File: src/rtl/core/twcom_pkg.sv
// Shared types, constants and arithmetic helpers for the trimmed center-of-mass block.
`timescale 1ns / 1ps
`default_nettype none
package twcom_pkg;

    localparam int MASS_W  = 24;
    localparam int COORD_W = 32;
    localparam int DIST_W  = 64;
    localparam int SUM_W   = 64;
    localparam int KF_W    = 17;
    localparam int EP_W    = 4;
    localparam int PASS_W  = 5;
    localparam int NCOORD  = 6;
    localparam int STEP_W  = 7;
    localparam int IN_W    = 216;
    localparam int OUT_W   = 200;

    localparam logic [KF_W-1:0] KF_ONE   = 17'h10000;
    localparam logic [KF_W-1:0] KF_RESET = 17'd58982;
    localparam logic [EP_W-1:0] EP_RESET = 4'd2;

    localparam logic CFG_KEEP_FRACTION = 1'b0;
    localparam logic CFG_EXTRA_PASSES  = 1'b1;

    localparam logic [STEP_W-1:0] STEPS_CENTER = 7'd64;
    localparam logic [STEP_W-1:0] STEPS_FRAC   = 7'd16;

    typedef struct packed {
        logic signed [COORD_W-1:0] vel_z;
        logic signed [COORD_W-1:0] vel_y;
        logic signed [COORD_W-1:0] vel_x;
        logic signed [COORD_W-1:0] pos_z;
        logic signed [COORD_W-1:0] pos_y;
        logic signed [COORD_W-1:0] pos_x;
        logic [MASS_W-1:0]         particle_mass;
    } particle_t;

    typedef struct packed {
        logic              start;
        logic [STEP_W-1:0] steps;
        logic [63:0]       rem_init;
        logic [63:0]       dividend;
        logic [63:0]       divisor;
    } div_req_t;

    typedef struct packed {
        logic        busy;
        logic        done;
        logic [63:0] quo;
    } div_rsp_t;

    function automatic logic signed [COORD_W-1:0] coord_sel(input particle_t p,
                                                            input logic [2:0] k);
        logic signed [COORD_W-1:0] r;
        case (k)
            3'd0: r = p.pos_x;
            3'd1: r = p.pos_y;
            3'd2: r = p.pos_z;
            3'd3: r = p.vel_x;
            3'd4: r = p.vel_y;
            default: r = p.vel_z;
        endcase
        return r;
    endfunction

    function automatic logic signed [SUM_W-1:0] sat_add(input logic signed [SUM_W-1:0] a,
                                                         input logic signed [SUM_W-1:0] b);
        logic signed [SUM_W-1:0] s;
        s = a + b;
        if (a[SUM_W-1] == b[SUM_W-1] && s[SUM_W-1] != a[SUM_W-1]) begin
            s = a[SUM_W-1] ? {1'b1, {(SUM_W-1){1'b0}}} : {1'b0, {(SUM_W-1){1'b1}}};
        end
        return s;
    endfunction

    function automatic logic [DIST_W-1:0] sat_addu(input logic [DIST_W-1:0] a,
                                                   input logic [DIST_W-1:0] b);
        logic [DIST_W:0] s;
        s = {1'b0, a} + {1'b0, b};
        return s[DIST_W] ? {DIST_W{1'b1}} : s[DIST_W-1:0];
    endfunction

    function automatic logic [COORD_W-1:0] sat32(input logic neg, input logic [63:0] q);
        logic [63:0] nq;
        logic [COORD_W-1:0] r;
        nq = -q;
        if (!neg) begin
            r = (q > 64'h7FFF_FFFF) ? 32'h7FFF_FFFF : q[31:0];
        end else begin
            r = (q > 64'h8000_0000) ? 32'h8000_0000 : nq[31:0];
        end
        return r;
    endfunction

endpackage
`default_nettype wire

File: src/rtl/core/twcom_div.sv
// Shared restoring divider, one quotient bit per cycle.
`timescale 1ns / 1ps
`default_nettype none
module twcom_div (
    input  wire                 aclk,
    input  wire                 aresetn,
    input  twcom_pkg::div_req_t req,
    output twcom_pkg::div_rsp_t rsp
);

    logic [63:0] rem_reg;
    logic [63:0] quo_reg;
    logic [63:0] dsr_reg;
    logic [twcom_pkg::STEP_W-1:0] left_reg;
    logic busy_reg;
    logic done_reg;
    logic [64:0] trial;
    logic [64:0] diff;
    logic ge;

    assign trial = {rem_reg, quo_reg[63]};
    assign diff  = trial - {1'b0, dsr_reg};
    assign ge    = trial >= {1'b0, dsr_reg};

    always_ff @(posedge aclk) begin
        if (!aresetn) begin
            busy_reg <= 1'b0;
            done_reg <= 1'b0;
        end else begin
            done_reg <= 1'b0;
            if (req.start) begin
                rem_reg  <= req.rem_init;
                quo_reg  <= req.dividend;
                dsr_reg  <= req.divisor;
                left_reg <= req.steps;
                busy_reg <= 1'b1;
            end else if (busy_reg) begin
                rem_reg  <= ge ? diff[63:0] : trial[63:0];
                quo_reg  <= {quo_reg[62:0], ge};
                left_reg <= left_reg - 1'b1;
                if (left_reg == twcom_pkg::STEP_W'(1)) begin
                    busy_reg <= 1'b0;
                    done_reg <= 1'b1;
                end
            end
        end
    end

    assign rsp.busy = busy_reg;
    assign rsp.done = done_reg;
    assign rsp.quo  = quo_reg;

endmodule
`default_nettype wire

File: config.mk
export PLATFORM = sky130hd
export DESIGN_NAME = twcom_div
export DESIGN_NICKNAME = d
export VERILOG_FILES = /design/src/rtl/core/twcom_pkg.sv /design/src/rtl/core/twcom_div.sv
export SDC_FILE = /design/constraint.sdc
export NUM_CORES = 1
export LEC_CHECK = 0
export BUFFER_PORTS_ARGS = -buffer_cell sky130_fd_sc_hd__buf_2
export CAP_MARGIN = 15
export CORE_MARGIN = 10
export CORE_UTILIZATION = 55
export DETAILED_ROUTE_END_ITERATION = 12
export GPL_ROUTABILITY_DRIVEN = 0
export MAX_ROUTING_LAYER = met4
export PLACE_DENSITY = 0.77
export RECOVER_POWER = 100
export SYNTH_ARGS = -nofsm -noshare
export SYNTH_HDL_FRONTEND = slang
export SYNTH_SLANG_ARGS = --single-unit
File: constraint.sdc
create_clock -name aclk -period 5.8 [get_ports aclk]
set_input_delay 0.58 -clock aclk [delete_from_list [all_inputs] [get_ports aclk]]
set_output_delay 0.58 -clock aclk [all_outputs]
set_load 0.02 [all_outputs]
---- Yosys cells after proc, flatten, opt, wreduce, memory -nomap -nowiden ----
Cells that the tools add are included.
Widths: inputs -> output; s select.
word-level totals
  flip-flop bits (word level) ............. 201
  input bits .............................. 202
  logic and storage cells ................. 27
cells by class
  $add $sub $neg .......................... 2
  magnitude comparators ................... 1
  equality and inequality tests ........... 1
  multiplexer cells ....................... 11
  bitwise gates (word level) .............. 2
  reduce and logical (&&, ||, !) cells .... 4
operators by type and width
  kind                 number
  $mux 64              5
  $ge 65x64->1         1
  $sub 64x64->64       1
  $mux 7               2
  $eq 7x1->1 const B   1
  $sub 7x1->7 const B  1
  $mux 1               4
  $reduce_and 2->1     2
  $reduce_or 3->1      1
  $not 1->1            2
  $reduce_bool 2->1    1

---- Logic depth before layout (Yosys ltp) ----
Gate-level depths: netlist of run 1.
  depth in word-level cells ............... 4
  gate-level depth with buffers ........... 14

---- Worst setup path before layout of run 1 ----
No wires, ideal clock.
  path type ............................... input-to-reg
  start point ............................. input req[199] in the netlist's numbering
  end point ............................... register left_reg[0] in the netlist's numbering, enable pin
  library setup time ...................... 0.507 ns
  data arrival time ....................... 4.102 ns
  required time ........................... 5.293 ns
  setup slack ............................. 1.192 ns
  stages on the path ...................... 3
  path through ............................ clkbuf_1 -> clkbuf_1 -> o21a_1
between the ends
  cells in the longest elaborated chain, start to end .. 2
ends and longest elaborated chain
  what                                RTL line         RTL
  from (decl)                         twcom_div.sv:7   input twcom_pkg::div_req_t req,
  $reduce_bool 2->1 (no source line)  --
  $reduce_and 2->1 (no source line)   --
  to (signal assigned)                twcom_div.sv:35  left_reg <= req.steps;
  to (signal assigned)                twcom_div.sv:40  left_reg <= left_reg - 1'b1;
  to (decl)                           twcom_div.sv:14  logic [twcom_pkg::STEP_W-1:0] left_reg;
Every way passes these cells.
A chain may end at the register's enable or synchronous reset.

---- Worst setup path in the final report of run 1 ----
  start point ............................. register rem_reg[58]
  end point ............................... register quo_reg[0], data pin
between the ends
  cells in the longest elaborated chain, start to end .. 3
ends and longest elaborated chain
  what                    RTL line         RTL
  from (decl)             twcom_div.sv:11  logic [63:0] rem_reg;
  from (signal assigned)  twcom_div.sv:32  rem_reg <= req.rem_init;
  from (signal assigned)  twcom_div.sv:38  rem_reg <= ge ? diff[63:0] : trial[63:0];
  $ge 65x64->1            twcom_div.sv:23  assign ge = trial >= {1'b0, dsr_reg};
  $mux 64                 twcom_div.sv:37  end else if (busy_reg) begin
  $mux 64                 twcom_div.sv:31  if (req.start) begin
  to (signal assigned)    twcom_div.sv:33  quo_reg <= req.dividend;
  to (signal assigned)    twcom_div.sv:39  quo_reg <= {quo_reg[62:0], ge};
  to (decl)               twcom_div.sv:12  logic [63:0] quo_reg;
Every way passes these cells. The select of a mux whose other input is x is not followed.

==> flow_summary.yaml, run 1 <==
final_layout:
  finalNetCount: 1748
  multi_input_area_sq_um: 6250
  regArea_sq_um: 6020
  areaGrowthSynthToFinish_pct: 16.7
  drive_above_1_share: 0.217
  fillers: 1933
timing:
  fmax_ghz: 0.206
  final.setup.worst_slack_ns: 0.942
  period_minus_slack_ns: 4.86
  post-route-period-util: 0.838
  skew_ns: 0.0342
  rsz0062_at_grt: "false"
  setup_tns_ns: 0
  tightest_slew_ns: 3.09
  slew_viol_final: 177
  slew_headroom: -1.06
  setup_violations: 0
  hold_violations: 0
placement:
  pre_cts_ws_ns: 1.49
  dp_hpwl_microns: 28300
  io_buffer_count: 267
floorplanning:
  ioPinCount: 268
  start_util: 0.555
  die_h_microns: 173
  die-area_sq_um: 30100
  rows: 56
  core_sq_um: 23300
  dieWidth_microns: 173
cts:
  clock-root-buffer: "clkbuf_16"
  post_cts_buffers: 0
  cts_tree: "done"
  clock_latency_ns: 0.55
  cts_resized: 0
  cts_buffers: 24
  htreeDepth: 1
  clk_path_buf_depth: 3
  clk_pin_slew_ns: 0.07
  cts.sink_count: 201
  cts-hold-fix-buffers: 0
power_and_ir_drop:
  ir_worst_vdd_uv: 268
  leakage_uw: 0.00594
  powerDensity_nw_per_um2: 305
worst_setup_path:
  cp.arrival_ns: 5.14
  crit_fanout: 21
  crit_path_top_delay_cell: "a2111oi_2"
  slowest_delay_ns: 1.15
  required_ns: 6.08
  cp_top_family: "compound AO/OA/AOI/OAI gates"
  crit_chain: "ha_1 -> a21o_1 -> a31o_2 -> a21oi_2 -> nor2b_1 -> o21ai_1 -> nand2b_1 -> a2111oi_2 -> nand2_1 -> mux2_2"
  startpoint_type: "flip-flop"
  crit_path_end_kind: "flip-flop"
  crit_buf_inv: 0
  critical_path_class: "flip-flop to flip-flop"
job:
  maxCapViolations: 4
routing:
  detail-route-antenna-nets: 0
  wl_per_cell_microns: 21.2
  dr.pass1.iters: 6
  vias_per_cell: 6.09
  wl_microns: 38800
  first_iter_violations: 1049
  num_vias: 11100
  route.detailed.drc: 0
logic_synthesis:
  synth_cell_types: 73
  synth.most_common_cell: "edfxtp_1"
  yosys.area.top_type: "edfxtp_1"
  synth_top_cell_area_share: 0.461
  synth.area.top_cells: "edfxtp_1 (46%), ha_1 (6.4%), mux2_2 (5.6%)"
  synth_nets: 1533
  yosysWarnings: 0
  postSynthAreaPerCell_sq_um: 10.2
  async_flop_share: 0
  synth_edf_count: 199
  synth-seq-cells: 201
  seq_area_frac_synth: 0.464
  synthFlopType: "edfxtp_1"
  synthCells: 1264
  synth.cell_area_sq_um: 13000
  synth_commonest_cells: "edfxtp_1 (199), nor2_1 (89), a21oi_1 (88), nand2_1 (82), inv_1 (81)"
run_status:
  violations: "max-capacitance violations, max-slew violations"
  outcome: "finished, violations left"
global_route:
  first_global_vias: 11200
  overflow: 0
  antenna_found_initial: 15
  grt_max_degree: 81
  grt_first_pass_wirelength_microns: 60500
  grt_usage: 0.252
worst_hold_path:
  holdCritPathClass: "input port to flip-flop"
[worst reg2reg max path, cell delays in order (launching register included)]
cell and delay (ns):
edfxtp_1 0.39, ha_1 0.41, a21o_1 0.23, a31o_2 0.23
a21oi_2 0.21, nor2b_1 0.09, o21ai_1 0.12, nand2b_1 0.09
a2111oi_2 1.15, nand2_1 1.06, mux2_2 0.61
[worst paths after layout]
| kind | startpoint | to | slack (ns) | depth (start not counted) |
|---|---|---|---|---|
| max | rem_reg[58] | quo_reg[0] | 0.94 | 10 |
| min | req[11] | dsr_reg[11] | 0.20 | 1 |
| max reg2reg | rem_reg[58] | quo_reg[0] | 0.94 | 10 |
| min reg2reg | busy_reg | done_reg | 0.46 | 2 |
[report_power, final]
part,leakage (uW),switching [uW],total [uW],internal [uW]
registers,0.00190,57.8,1820,1760
clock network,0.000386,633,1550,917
logic,0.00366,750,1250,503
total,0.00594,1440,4620,3180
[cell usage in the layout, fill, tap and decap left out, types with 5 or more instances in the layout]
cell       synthesis  routed
a211oi_1           7       7
o41ai_1            5       5
o211ai_1           9       9
nand2_1           82      82
and3_1            12      12
nor3_1            22      22
clkbuf_16          0      24
o21a_1             9       9
inv_1             81      80
a211o_1            5       5
nand2b_1          10      10
nor2b_1            6       6
mux2_2            64      64
a21o_1            21      21
diode_2            0      15
nand3_1           44      44
xnor2_1           45      45
a221o_1           25      25
buf_2             16     199
a41oi_1            6       6
xor2_1            14      14
o21bai_1          13      13
ha_1              66      66
nor2_1            89      89
and2_1            12      11
buf_4              6       5
nand4_1           25      25
o21ai_0           71      71
clkbuf_1          59      76
o31ai_1            8       8
a21oi_1           88      88
and4_1            29      29
edfxtp_1         199     199
a31oi_1           42      42
[area by class of cell]
class / instances / area share
clock buffers: 33 / 0.0426
flip-flops and latches: 201 / 0.398
inverters: 81 / 0.0201
multi-input cells: 897 / 0.413
repair buffers: 274 / 0.0869
diodes: 15 / 0.00248
clock inverters: 10 / 0.0103
well taps: 319 / 0.0264
[cells by family after synthesis]
group / share of synthesized area
AOI/OAI and AO/OA: 0.184
and+or+nand+nor: 0.137
xor gates and xnor gates: 0.0399
DFF: 0.464
buffers and inverters: 0.0525
muxes: 0.0564
adders and majority gates: 0.0653
[metrics by stage]
step / std cells / util / total power [uW] / area [sq um] / hold slack, ns
floorplan: 1264 / - / 2750 / 13000 / 0.428
global placement: 1772 / 0.617 / 3050 / 14400 / 0.446
detailed placement: 1772 / 0.617 / 3080 / 14400 / 0.456
CTS: 1815 / 0.652 / 4630 / 15200 / 0.178
global route: 1830 / 0.648 / 4830 / 15100 / 0.184
finish: 1830 / 0.648 / 4620 / 15100 / 0.201
[per-layer routing]
metal  track usage  routed length (microns)  up-vias
li1              -                        -     5238
met1         0.304                    15700     5281
met3        0.0775                     3890       87
met4        0.0837                     1440        0
met5             -                        0        -
met2         0.397                    17800      539
No activity file was read; power rests on OpenSTA's default activity.
==> inputs of run 2 (changes only) <==
Settings changed: CORE_UTILIZATION 55 to 51, PLACE_DENSITY 0.77 to 0.75.
Clock period 5.8 ns to 4.35 ns, I/O delays scaled along.
==> run 2 against run 1 <==
  * The flow still finishes with violations (max-capacitance violations, max-slew violations)
  * Worst hold slack worse by 0.13 ns
  * Utilization is 4.4 points lower
  * Clock power is 26% higher
  * Critical endpoint is now rem_reg[33]
==> flow_summary.yaml, run 2 (synthesis results as in run 1) <==
timing:
  setup_violations: 0
  skew_ns: 0.00895
  setup_tns_ns: 0
  tightest_slew_ns: 2.25
  fmax_ghz: 0.247
  rsz0062_at_grt: "false"
  period_minus_slack_ns: 4.05
  hold_violations: 0
  post-route-period-util: 0.932
  slew_headroom: -0.502
  final.setup.worst_slack_ns: 0.295
  slew_viol_final: 186
worst_setup_path:
  startpoint_type: "flip-flop"
  reg2reg_slack_ns: 0.30
  crit_fanout: 11
  r2r-start: "rem_reg[12]"
  r2r_cells: 11
  r2r_end: "rem_reg[33]"
  required_ns: 4.74
  cp.arrival_ns: 4.45
  critical_path_class: "flip-flop to flip-flop"
  crit_path_end_kind: "flip-flop"
floorplanning:
  die-area_sq_um: 32200
  start_util: 0.516
  ioPinCount: 268
  dieWidth_microns: 179
  rows: 58
  die_h_microns: 179
  core_sq_um: 25100
cts:
  cts_tree: "done"
  post_cts_buffers: 0
  clk_path_buf_depth: 3
  cts_resized: 0
  clock_latency_ns: 0.54
  htreeDepth: 1
  clk_pin_slew_ns: 0.06
  cts_buffers: 25
  cts.sink_count: 201
  cts-hold-fix-buffers: 0
  clock-root-buffer: "clkbuf_16"
final_layout:
  areaGrowthSynthToFinish_pct: 17.1
  drive_above_1_share: 0.219
  instances_no_fill: 1854
  fillers: 2200
  final_common_cell: "edfxtp_1"
  fin_area_sq_um: 15200
  finalNetCount: 1760
  final_cell_mix: "edfxtp_1 (199), buf_2 (198), nor2_1 (89), a21oi_1 (88), nand2_1 (82)"
power_and_ir_drop:
  leakage_uw: 0.00597
  combinationalPowerShare: 0.280
  powerDensity_nw_per_um2: 400
  ir_worst_vdd_uv: 358
  power_uw: 6070
  swShare: 0.319
  internal_power_uw: 4130
  clkPwrFrac: 0.322
  share_seq_of_total_power: 0.398
  p_sw_uw: 1930
global_route:
  overflow: 0
  first_global_vias: 11200
  grt_usage: 0.246
  antenna_found_initial: 15
  grt_max_degree: 86
  grt_first_pass_wirelength_microns: 61200
placement:
  io_buffer_count: 267
  dp_hpwl_microns: 29800
  pre_cts_ws_ns: 0.587
  dp.cells: 1794
  placed_area_sq_um: 14500
worst_hold_path:
  hold_path_depth: 1
  holdCritPathClass: "input port to flip-flop"
  hold_path_end: "dsr_reg[43]"
  holdCritStartpoint: "req[43]"
routing:
  first_iter_violations: 967
  num_vias: 11100
  wl_microns: 39500
  vias_per_cell: 6.01
  wl_per_cell_microns: 21.3
  route.detailed.drc: 0
  dr.pass1.iters: 6
  detail-route-antenna-nets: 0
job:
  maxCapViolations: 4
run_status:
  violations: "max-capacitance violations, max-slew violations"
  outcome: "finished, violations left"
[run 2: changes by cell type in the layout (fill, tap and decap cells not counted), sizes merged]
cell / change
clkinvlp: +2
clkinv: +7
inv: +1
clkbuf: +3
buf: +2
bufinv: -2
[run 2: per-layer routing]
metal / up-vias / track usage / wire, microns
met4: 0 / 0.0782 / 1190
met1: 5270 / 0.302 / 15900
met2: 526 / 0.385 / 18500
met5: - / - / 0
met3: 79 / 0.0733 / 3880
li1: 5265 / - / -
[run 2: worst max-delay path by stage]
stage | start | endpoint | slack [ns] | cells past startpoint
2_1_floorplan | quo_reg[63] | rem_reg[60] | 1.03 | 13
3_3_place_gp | rem_reg[12] | rem_reg[33] | 0.71 | 11
3_5_place_dp | rem_reg[12] | rem_reg[48] | 0.59 | 11
4_1_cts | rem_reg[12] | rem_reg[33] | 0.57 | 11
5_1_grt | rem_reg[12] | rem_reg[33] | 0.20 | 11
6_report | rem_reg[12] | rem_reg[33] | 0.30 | 11
[run 2: critical path: stages (launching register included)]
cell	delay, ns
edfxtp_1	0.40
ha_1	0.45
and2_0	0.21
o21ai_0	0.12
a211oi_1	0.42
o211ai_2	0.17
a31oi_1	0.37
and3_1	0.30
o21ai_4	0.10
clkbuf_2	0.22
a21oi_1	0.87
a221o_1	0.28
[run 2: stage by stage]
| stage | utilization | hold slack (ns) |
|---|---|---|
| 6_report | 0.604 | 0.0678 |
| 5_1_grt | 0.604 | 0.0506 |
| 4_1_cts | 0.609 | 0.0494 |
| 3_5_place_dp | 0.579 | 0.457 |
| 3_3_place_gp | 0.579 | 0.448 |
| 2_1_floorplan | - | 0.428 |
[run 2: cell type report]
cell class / count / area (sq um) / share of cell area
multi-input cells: 897 / 6260 / 0.413
flip-flops and latches: 201 / 6020 / 0.397
repair buffers: 285 / 1380 / 0.0907
clock buffers: 27 / 633 / 0.0417
well taps: 330 / 413 / 0.0272
inverters: 81 / 304 / 0.0200
clock inverters: 18 / 130 / 0.00858
diodes: 15 / 37.5 / 0.00247
[run 2: power by group through the flow]
| stage | sequential (uW) | clock [uW] | combinational, uW |
|---|---|---|---|
| after global routing | 2430 | 2060 | 1860 |
| after detailed placement | 2450 | 0 | 1690 |
| after global placement | 2450 | 0 | 1660 |
| after CTS | 2410 | 1990 | 1700 |
| final | 2420 | 1950 | 1700 |
| after floorplan | 2480 | 0 | 1180 |
